$ cat config.mk
export PLATFORM = sky130hd
export DESIGN_NAME = rucwrc_back
export DESIGN_NICKNAME = d
export VERILOG_FILES = /design/src/rtl/core/rucwrc_pkg.sv /design/src/rtl/core/rucwrc_mod.sv /design/src/rtl/core/rucwrc_back.sv
export SDC_FILE = /design/constraint.sdc
export NUM_CORES = 2
export LEC_CHECK = 0
export ABC_CLOCK_PERIOD_IN_PS = 14600
export BUFFER_PORTS_ARGS = -buffer_cell sky130_fd_sc_hd__clkbuf_2
export CORE_MARGIN = 4
export CORE_UTILIZATION = 47
export DETAILED_ROUTE_END_ITERATION = 7
export GPL_ROUTABILITY_DRIVEN = 0
export GPL_TIMING_DRIVEN = 0
export PLACE_DENSITY = 0.67
export SKIP_LAST_GASP = 1
export SLEW_MARGIN = 40
export SYNTH_ARGS = -nofsm -noshare
export SYNTH_HDL_FRONTEND = slang
export SYNTH_HIERARCHICAL = 1
export SYNTH_SLANG_ARGS = --single-unit
$ cat constraint.sdc
create_clock -name i_clk -period 14.6 [get_ports i_clk]
set_input_delay 0.73 -clock i_clk [delete_from_list [all_inputs] [get_ports i_clk]]
set_output_delay 0.73 -clock i_clk [all_outputs]
set_load 0.1 [all_outputs]
$ cat src/rtl/core/rucwrc_pkg.sv
// Package for the RoCE UC write receive checker: request and result types,
// opcode, status and register codes, and sizing constants. No dependencies.
package rucwrc_pkg;

    localparam int unsigned SEQ_W        = 24;
    localparam int unsigned PAGE_W       = 12;
    localparam int unsigned DIVIDEND_W   = 48;
    localparam int unsigned DIVISOR_W    = 32;
    localparam int unsigned MOD_BITS     = 3;
    localparam int unsigned MOD_STEPS    = DIVIDEND_W / MOD_BITS;
    localparam int unsigned MOD_STEP_W   = $clog2(MOD_STEPS);
    localparam int unsigned CFG_INDEX_W  = 3;
    localparam int unsigned CFG_DATA_W   = 64;

    localparam logic [7:0]  OP_WRITE_ONLY    = 8'h2A;
    localparam logic [7:0]  OP_WRITE_IMM     = 8'h2B;
    localparam logic [16:0] HDR_WRITE        = 17'd28;
    localparam logic [16:0] HDR_IMM          = 17'd32;
    localparam logic [15:0] METADATA_BYTES   = 16'd128;
    localparam logic [16:0] MAX_PACKET_BYTES = 17'd9216;
    localparam logic [31:0] PAGE_BYTES_RESET = 32'd65536;

    typedef enum logic [CFG_INDEX_W-1:0] {
        CFG_BUFFER_BASE    = 3'd0,
        CFG_BUFFER_BYTES   = 3'd1,
        CFG_PAGE_BYTES     = 3'd2,
        CFG_ADDRESS_OFFSET = 3'd3,
        CFG_PAGE_COUNT     = 3'd4
    } t_cfg_idx;

    typedef enum logic [2:0] {
        ST_RUNT       = 3'd0,
        ST_WRITTEN    = 3'd1,
        ST_OUT_RANGE  = 3'd2,
        ST_SPANS_PAGE = 3'd3,
        ST_FRAME_DONE = 3'd4,
        ST_BAD_META   = 3'd5,
        ST_UNKNOWN_OP = 3'd6,
        ST_BAD_PAGE   = 3'd7
    } t_status;

    // Classification handed from front to back
    typedef enum logic [2:0] {
        K_RUNT,
        K_WRITE,
        K_OUT_RANGE,
        K_IMM_BAD_SIZE,
        K_IMM_BAD_PAGE,
        K_IMM_OK,
        K_UNKNOWN
    } t_kind;

    typedef struct packed {
        logic [63:0] buffer_base;
        logic [47:0] buffer_bytes;
        logic [31:0] page_bytes;
        logic [63:0] address_offset;
        logic [12:0] page_count;
    } t_cfg;

    typedef struct packed {
        logic        base_header_ok;
        logic [7:0]  opcode;
        logic [23:0] seq_number;
        logic        ext_header_ok;
        logic [63:0] remote_address;
        logic [15:0] payload_bytes;
        logic [31:0] immediate;
        logic [63:0] arrival_time;
    } t_in_item;

    typedef struct packed {
        logic [2:0]  status;
        logic [31:0] write_offset;
        logic [15:0] write_length;
        logic [31:0] frame_packets;
        logic [31:0] frame_bytes;
        logic [31:0] frames_seen;
        logic [63:0] dropped_total;
        logic [63:0] start_time;
        logic [63:0] end_time;
        logic [11:0] page_index;
        logic [31:0] immediate_out;
    } t_out_item;

    typedef struct packed {
        t_kind                   kind;
        logic                    has_seq;
        logic [SEQ_W-1:0]        seq;
        logic [DIVIDEND_W-1:0]   diff;
        logic [15:0]             size;
        logic [31:0]             imm;
        logic [63:0]             now;
    } t_cmd;

endpackage

$ cat src/rtl/core/rucwrc_mod.sv
// Iterative remainder unit: a 48-bit offset modulo a 32-bit page size,
// three quotient bits per cycle. Depends on rucwrc_pkg.
module rucwrc_mod (
    input  logic                              i_clk,
    input  logic                              i_rst_n,
    input  logic                              i_start,
    input  logic [rucwrc_pkg::DIVIDEND_W-1:0] i_dividend,
    input  logic [rucwrc_pkg::DIVISOR_W-1:0]  i_divisor,
    output logic                              o_done,
    output logic [rucwrc_pkg::DIVISOR_W-1:0]  o_rem
);
    import rucwrc_pkg::*;

    logic                   r_busy;
    logic                   r_done;
    logic [MOD_STEP_W-1:0]  r_step;
    logic [DIVIDEND_W-1:0]  r_shift;
    logic [DIVISOR_W-1:0]   r_rem;
    logic [DIVISOR_W-1:0]   n_rem;

    // Restoring steps: remainder stays below the divisor after each one
    always_comb begin
        logic [DIVISOR_W:0] trial;
        n_rem = r_rem;
        for (int b = 0; b < MOD_BITS; b++) begin
            trial = {n_rem, r_shift[DIVIDEND_W-1-b]};
            if (trial >= {1'b0, i_divisor}) begin
                trial = trial - {1'b0, i_divisor};
            end
            n_rem = trial[DIVISOR_W-1:0];
        end
    end

    assign o_done = r_done;
    assign o_rem  = r_rem;

    always_ff @(posedge i_clk) begin
        if (!i_rst_n) begin
            r_busy <= 1'b0;
            r_done <= 1'b0;
            r_step <= '0;
        end else begin
            if (i_start) begin
                r_busy <= 1'b1;
                r_done <= 1'b0;
                r_step <= '0;
            end else if (r_busy) begin
                r_step <= r_step + 1'b1;
                if (r_step == MOD_STEP_W'(MOD_STEPS - 1)) begin
                    r_busy <= 1'b0;
                    r_done <= 1'b1;
                end else begin
                    r_done <= 1'b0;
                end
            end else begin
                r_done <= 1'b0;
            end
        end
    end

    always_ff @(posedge i_clk) begin
        if (i_start) begin
            r_shift <= i_dividend;
            r_rem   <= '0;
        end else if (r_busy) begin
            r_shift <= r_shift << MOD_BITS;
            r_rem   <= n_rem;
        end
    end

endmodule

$ cat src/rtl/core/rucwrc_back.sv
// Back end: carries out classified commands in order, keeps the sequence,
// packet and frame counters and holds the result register.
// Depends on rucwrc_pkg and rucwrc_mod.
module rucwrc_back (
    input  logic                  i_clk,
    input  logic                  i_rst_n,
    input  logic [31:0]           i_page_bytes,
    input  rucwrc_pkg::t_cmd      i_cmd,
    input  logic                  i_cmd_empty,
    output logic                  o_cmd_pop,
    output logic                  o_empty,
    input  logic                  i_pop,
    output rucwrc_pkg::t_out_item o_result
);
    import rucwrc_pkg::*;

    typedef enum logic [2:0] {
        B_IDLE = 3'b001,
        B_DIV  = 3'b010,
        B_FIN  = 3'b100
    } t_bstate;

    t_bstate     r_state, n_state;
    t_cmd        r_cmd;
    logic        r_out_valid;
    t_out_item   r_out;

    logic [23:0] r_last_seq;
    logic        r_seq_seen;
    logic [63:0] r_dropped;
    logic [31:0] r_packet_count;
    logic [31:0] r_byte_count;
    logic [31:0] r_frame_total;
    logic [63:0] r_frame_start;

    logic [63:0] n_dropped;
    logic [31:0] n_packet_count;
    logic [31:0] n_byte_count;
    logic [31:0] n_frame_total;
    logic [63:0] n_frame_start;
    t_out_item   res;

    logic        need_mod;
    logic        mod_start;
    logic        mod_done;
    logic [31:0] mod_rem;
    logic        slot_free;
    logic        commit;

    assign need_mod  = (i_cmd.kind == K_WRITE) && (i_page_bytes != 32'd0);
    assign o_cmd_pop = (r_state == B_IDLE) && !i_cmd_empty;
    assign mod_start = o_cmd_pop && need_mod;
    assign slot_free = !r_out_valid || i_pop;
    assign commit    = (r_state == B_FIN) && slot_free;
    assign o_empty   = !r_out_valid;
    assign o_result  = r_out;

    rucwrc_mod u_mod (
        .i_clk      (i_clk),
        .i_rst_n    (i_rst_n),
        .i_start    (mod_start),
        .i_dividend (i_cmd.diff),
        .i_divisor  (i_page_bytes),
        .o_done     (mod_done),
        .o_rem      (mod_rem)
    );

    always_comb begin
        logic [23:0] gap;
        logic        fits;
        gap  = r_cmd.seq - r_last_seq - 24'd1;
        fits = ({1'b0, mod_rem} + {17'd0, r_cmd.size}) <= {1'b0, i_page_bytes};

        n_packet_count = r_packet_count + 32'd1;
        n_byte_count   = r_byte_count;
        n_frame_total  = r_frame_total;
        n_frame_start  = (r_byte_count == 32'd0) ? r_cmd.now : r_frame_start;
        n_dropped      = r_dropped;
        if (r_cmd.has_seq && r_seq_seen) begin
            n_dropped = r_dropped + {40'd0, gap};
        end

        res = '0;
        case (r_cmd.kind)
            K_RUNT:      res.status = ST_RUNT;
            K_OUT_RANGE: res.status = ST_OUT_RANGE;
            K_WRITE: begin
                if (i_page_bytes == 32'd0 || !fits) begin
                    res.status = ST_SPANS_PAGE;
                end else begin
                    res.status       = ST_WRITTEN;
                    res.write_offset = mod_rem;
                    res.write_length = r_cmd.size;
                    n_byte_count     = r_byte_count + {16'd0, r_cmd.size};
                end
            end
            K_IMM_BAD_SIZE: begin
                n_frame_total = r_frame_total + 32'd1;
                res.status    = ST_BAD_META;
            end
            K_IMM_BAD_PAGE: begin
                n_frame_total     = r_frame_total + 32'd1;
                res.status        = ST_BAD_PAGE;
                res.page_index    = r_cmd.imm[PAGE_W-1:0];
                res.immediate_out = r_cmd.imm;
            end
            K_IMM_OK: begin
                n_frame_total     = r_frame_total + 32'd1;
                res.status        = ST_FRAME_DONE;
                res.frame_packets = n_packet_count;
                res.frame_bytes   = r_byte_count;
                res.start_time    = n_frame_start;
                res.end_time      = r_cmd.now;
                res.page_index    = r_cmd.imm[PAGE_W-1:0];
                res.immediate_out = r_cmd.imm;
                n_packet_count    = 32'd0;
                n_byte_count      = 32'd0;
            end
            default:     res.status = ST_UNKNOWN_OP;
        endcase
        res.frames_seen   = n_frame_total;
        res.dropped_total = n_dropped;
    end

    always_comb begin
        n_state = r_state;
        case (r_state)
            B_IDLE:  if (!i_cmd_empty) n_state = need_mod ? B_DIV : B_FIN;
            B_DIV:   if (mod_done) n_state = B_FIN;
            B_FIN:   if (slot_free) n_state = B_IDLE;
            default: n_state = B_IDLE;
        endcase
    end

    always_ff @(posedge i_clk) begin
        if (!i_rst_n) begin
            r_state        <= B_IDLE;
            r_out_valid    <= 1'b0;
            r_last_seq     <= '0;
            r_seq_seen     <= 1'b0;
            r_dropped      <= '0;
            r_packet_count <= '0;
            r_byte_count   <= '0;
            r_frame_total  <= '0;
            r_frame_start  <= '0;
        end else begin
            r_state <= n_state;
            if (commit) begin
                r_out_valid    <= 1'b1;
                r_dropped      <= n_dropped;
                r_packet_count <= n_packet_count;
                r_byte_count   <= n_byte_count;
                r_frame_total  <= n_frame_total;
                r_frame_start  <= n_frame_start;
                if (r_cmd.has_seq) begin
                    r_last_seq <= r_cmd.seq;
                    r_seq_seen <= 1'b1;
                end
            end else if (i_pop) begin
                r_out_valid <= 1'b0;
            end
        end
    end

    always_ff @(posedge i_clk) begin
        if (o_cmd_pop) r_cmd <= i_cmd;
        if (commit)    r_out <= res;
    end

endmodule

## Word-level counts from Yosys, hierarchy flattened

Index checks and enable logic that the tools add are counted.

| operators by class | value |
|---|---|
| add/sub/neg operators | 11 |
| magnitude comparators | 4 |
| eq/ne operators | 14 |
| mux-type cells | 24 |
| bitwise operators | 3 |
| reduce and logical (&&, ||, !) cells | 25 |

Operators with widths:

| cell | number |
|---|---|
| $mux W32 | 6 |
| $mux W64 | 2 |
| $ge A33 B32 Y1 | 3 |
| $mux W48 | 2 |
| $sub A32 B32 Y32 | 3 |
| $add A32 B1 Y32 const B | 2 |
| $add A64 B24 Y64 | 1 |
| $logic_not A32 Y1 | 2 |
| $pmux W32 S2 | 1 |
| $add A32 B16 Y33 | 1 |
| $le A33 B32 Y1 | 1 |
| $add A32 B16 Y32 | 1 |
| $reduce_bool A32 Y1 | 1 |
| $sub A24 B1 Y24 const B | 1 |
| $sub A24 B24 Y24 | 1 |
| $pmux W3 S6 | 1 |
| $mux W3 | 4 |
| $eq A3 B1 Y1 const B | 3 |
| $eq A3 B2 Y1 const B | 3 |
| $eq A3 B3 Y1 const B | 3 |
| $pmux W3 S3 | 1 |
| $mux W1 | 6 |
| $ne A2 B2 Y1 const B | 3 |
| $reduce_and A3 Y1 | 2 |
| other kinds (13) | 27 |

| storage, ports and cells | value |
|---|---|
| flip-flop bits (word level) | 862 |
| bits of input ports | 224 |
| output and inout port bits | 385 |
| logic and storage cells | 112 |

## Depth between registers and ports, before layout

| depth | value |
|---|---|
| word-level depth | 6 |
| depth in mapped cells | 39 |
| mapped depth without buffers | 34 |

## Hierarchy

The synthesis kept the hierarchy.

Modules (own cells, without submodules):

| module | instances | cells an instance | area each (µm²) |
|---|---|---|---|
| rucwrc_back | 1 | 3,207 | 34,979.8 |
| rucwrc_mod | 1 | 1,083 | 9,286.4 |

## Worst setup path before layout

OpenSTA, ideal clock, no wires.

| timing path | value |
|---|---|
| kind | input to register |
| start | input port i_pop |
| end | register r_out, in the netlist o_result[100] (enable) |
| library setup time | 878 ps |
| arrival | 11,898 ps |
| path slack | 1,824 ps |
| cell stages on the path | 7 |
| path through | nand2b_1 -> nand2_1 -> clkbuf_1 -> inv_1 -> clkbuf_1 -> clkbuf_1 -> buf_1 |

| between the ends | value |
|---|---|
| longest elaborated chain between the ends | 2 |

RTL lines:

| what | line | RTL |
|---|---|---|
| start: declaration | rucwrc_back.sv:12 | `input logic i_pop,` |
| $logic_or A1 B1 Y1 | rucwrc_back.sv:53 | `assign slot_free = !r_out_valid \|\| i_pop;` |
| $logic_and A1 B1 Y1 | rucwrc_back.sv:54 | `assign commit = (r_state == B_FIN) && slot_free;` |
| net commit | rucwrc_back.sv:48 | `logic commit;` |
| end signal: assignment | rucwrc_back.sv:167 | `if (commit) r_out <= res;` |
| end: declaration | rucwrc_back.sv:26 | `t_out_item r_out;` |

The timed path passes the listed nets, and every way through them passes these cells.
A chain may end at the register's enable or synchronous reset.

## Worst setup path in the final report

| timing path | value |
|---|---|
| start | register u_mod.r_rem[3], in the netlist u_mod/o_rem[3] |
| end | register u_mod.r_rem[19], in the netlist u_mod/o_rem[19] |

| between the ends | value |
|---|---|
| longest elaborated chain between the ends | 6 |
| elaborated cells between the ends (all ways) | 9 |
| those cells by class | add/sub: 3; order compare: 3; mux: 3 |

RTL lines:

| what | line | RTL |
|---|---|---|
| start: declaration | rucwrc_mod.sv:18 | `logic [DIVISOR_W-1:0] r_rem;` |
| start signal: assignment | rucwrc_mod.sv:67 | `r_rem <= n_rem;` |
| $sub A32 B32 Y32 or $ge A33 B32 Y1 (tied branches) | rucwrc_mod.sv:28, rucwrc_mod.sv:27 |  |
| $mux W32 * | rucwrc_mod.sv:27 | `if (trial >= {1'b0, i_divisor}) begin` |
| $sub A32 B32 Y32 or $ge A33 B32 Y1 (tied branches) | rucwrc_mod.sv:28, rucwrc_mod.sv:27 |  |
| $mux W32 * | rucwrc_mod.sv:27 |  |
| $sub A32 B32 Y32 or $ge A33 B32 Y1 (tied branches) | rucwrc_mod.sv:28, rucwrc_mod.sv:27 |  |
| $mux W32 * | rucwrc_mod.sv:27 |  |

Every way passes the cells marked *; elsewhere a longest branch is shown, timed or not.

==> results.cfg <==
[floorplan]
die-area_um2 = 99160
die_h_um = 314.9
ios = 609
start_util = 0.4743
num_rows = 112
core-area_um2 = 93330
dieWidth_um = 314.9

[power]
p_leak_nw = 21.22
combPwrFrac = 0.462
p_int_w = 0.006088
p_sw_w = 0.003938
clkPwrFrac = 0.258
ir_drop_uv = 214.1
sequentialPowerShare = 0.280
swShare = 0.3928
power_w = 0.01003
p_per_area_nw_per_um2 = 188.7

[place]
placed_cells = 6185
portBuffers = 608
place_area_um2 = 49690
place_hpwl_mm = 108.2

[setup_path]
crit_type = register to register
critPathArrivalTime_ns = 11.29
critPathLaunchType = register
worstPathRequired_ns = 15.17
crit_path_end_kind = register
critPathMaxFanout = 10
critPathBufInv = 4
critical-path-slowest-cell = clkbuf_1
slowest_delay_ns = 0.69
critPathTopFamily = compound AO/OA/AOI/OAI gates

[synthesis]
yosys.area.top_type = edfxtp_1
synth_cells = 4290
synth-main-ff-cell = edfxtp_1
synth_edf_count = 559
ys_seq_elements = 850
postSynth.asyncResetShare = 0
synthesis.area_um2 = 44270
synth.most_common_cell = edfxtp_1
synth_nets = 4731
ys_top_cells_by_area = edfxtp_1, dfxtp_1, ha_1
avgSynthCellArea_um2 = 10.32
ys_types = 94
synth_top_cell_area_share = 0.3792
yosysSeqAreaShare = 0.5108
yosys-top-cells-count = edfxtp_1, nand2_1, a21oi_1
yosys_warnings = 6

[clock_tree]
numCtsBuffers = 94
cts_tree = built
cts_buffer_depth = 3
path_clk_slew_ns = 0.06
htree_levels = 3
cts_setup_buffers = 0
clock_sinks = 850
hold_buffers = 0
cts_resized = 0
worstSkewPairLatency_ns = 0.68
clockRootBuffer = clkbuf_16

[timing]
rsz0062_at_grt = no
setup_tns_ns = 0
period_minus_slack_ns = 10.71
hold_viol_final = 0
worst_slew_pin_slew_ns = 0.9249
drv_slew = 0
fin_skew_ns = 0.03941
fin_crit_sh = 0.7339
max_freq_mhz = 93.33
setup_viol = 0
relSlewSlack = 0.3834

[final_layout]
final_nets = 5468
area_growth_pct = 20.03
stdcell_count = 6378
drive_above_1_share = 0.1940
fin_area_um2 = 53130
post-route-util = 0.5693

[worst_hold_path]
hold_class = primary input to register

[global_route]
first_global_vias = 33710
grt.overflow.total = 0
grt_usage = 0.2742
grt_max_degree = 44
grt_antenna_before_repair = 20
grt_pass1_wl_mm = 207.5

[detailed_routing]
routed_wl_mm = 142.0
drc = 0
vias = 36460
drt-pass1-iter-count = 8
drt-initial-drc-count = 3847
antenna_left = 0
via_per_inst = 5.717
wl_per_cell_um = 22.26

[status]
status = complete, no violations

[job]
drv_cap = 0
-- cell usage in the layout, fill, tap and decap left out, drive strengths merged, types with 83 or more instances in the layout --
| cell | synthesis | final |
|---|---|---|
| and3 | 147 | 147 |
| ha | 210 | 210 |
| nor2 | 324 | 324 |
| xor2 | 129 | 129 |
| clkbuf | 164 | 894 |
| nand3 | 117 | 117 |
| nand2 | 460 | 460 |
| and2 | 103 | 103 |
| xnor2 | 157 | 157 |
| buf | 50 | 83 |
| mux2 | 88 | 88 |
| a21oi | 339 | 339 |
| edfxtp | 559 | 559 |
| dfxtp | 291 | 291 |
| nor3 | 86 | 86 |
| o21ai | 145 | 145 |
| mux2i | 91 | 91 |
| inv | 157 | 161 |
-- stage by stage --
stage / hold WS [ns] / setup slack (ns)
finish: 0.2188 / 3.886
global route: 0.1796 / 3.570
CTS: 0.1631 / 4.286
detailed placement: 0.4465 / 3.666
global placement: 0.4403 / -4.798
floorplan: 0.4357 / 1.824
-- logic make-up after synthesis --
group,count (synthesis),synth area share
adder cells (fa/ha/maj),217,0.06252
AND/OR/NAND/NOR,1527,0.1695
buffers and inverters,371,0.03366
XOR/XNOR,286,0.05659
flip-flops,850,0.5108
AO/OA/AOI/OAI,860,0.1240
multiplexers,179,0.04296
-- power by group through the flow --
| stage | clock network [W] | registers, W | logic (W) |
|---|---|---|---|
| floorplan | 0 | 0.00291 | 0.00335 |
| global placement | 0 | 0.00288 | 0.00441 |
| detailed placement | 0 | 0.00285 | 0.00448 |
| CTS | 0.00264 | 0.00280 | 0.00451 |
| global route | 0.00274 | 0.00281 | 0.00499 |
| finish | 0.00259 | 0.00281 | 0.00463 |
-- registers in the layout (all words and copies together), names as in the netlist, 3 cells and up --
| name | cells |
|---|---|
| r_cmd | 140 |
| r_frame_total | 32 |
| u_mod/r_shift | 48 |
| r_frame_start | 64 |
| u_mod/r_step | 4 |
| u_mod/o_rem | 32 |
| r_dropped | 64 |
| r_state | 3 |
| r_last_seq | 24 |
| r_packet_count | 32 |
| r_byte_count | 32 |
| o_result | 371 |
-- metal layers --
layer	up-vias	wire length, µm	GRT usage
met5	-	69	0
li1	17100	-	-
met1	17450	58690	0.3642
met4	10	5779	0.1129
met2	1607	65440	0.4332
met3	301	11980	0.06422
-- final timing paths --
check / cells after the start / slack [ns] / from / endpoint
worst min register to register: 2 / 0.45 / r_last_seq[15]$_SDFFE_PN0P_ / r_last_seq[15]$_SDFFE_PN0P_
worst max register to register: 33 / 3.89 / u_mod/o_rem[3]$_SDFFE_PP0P_ / u_mod/o_rem[19]$_SDFFE_PP0P_
worst min-delay path: 1 / 0.22 / i_cmd[160] / r_cmd[160]$_DFFE_PP_
worst max-delay path: 33 / 3.89 / u_mod/o_rem[3]$_SDFFE_PP0P_ / u_mod/o_rem[19]$_SDFFE_PP0P_
-- final cells by class --
class	instances	area, µm²
multi-input combinational	3069	20200
timing repair buffer	641	3811
fill	8166	40200
antenna	15	37.54
tap	1254	1569
buffer	214	912.1
sequential	850	22610
inverter	157	591.8
clock buffer	122	2579
clock inverter	56	823.3
-- worst reg2reg max path: cells and delay by family (launching register included) --
family / cells / cell delay (ns)
AOI/OAI and AO/OA: 21 / 5.67
buffers and inverters: 4 / 2.23
adders and majority gates: 3 / 1.10
and+or+nand+nor: 4 / 0.68
DFF: 1 / 0.53
muxes: 1 / 0.44
Note: power is estimated with default switching activity, not from simulation.
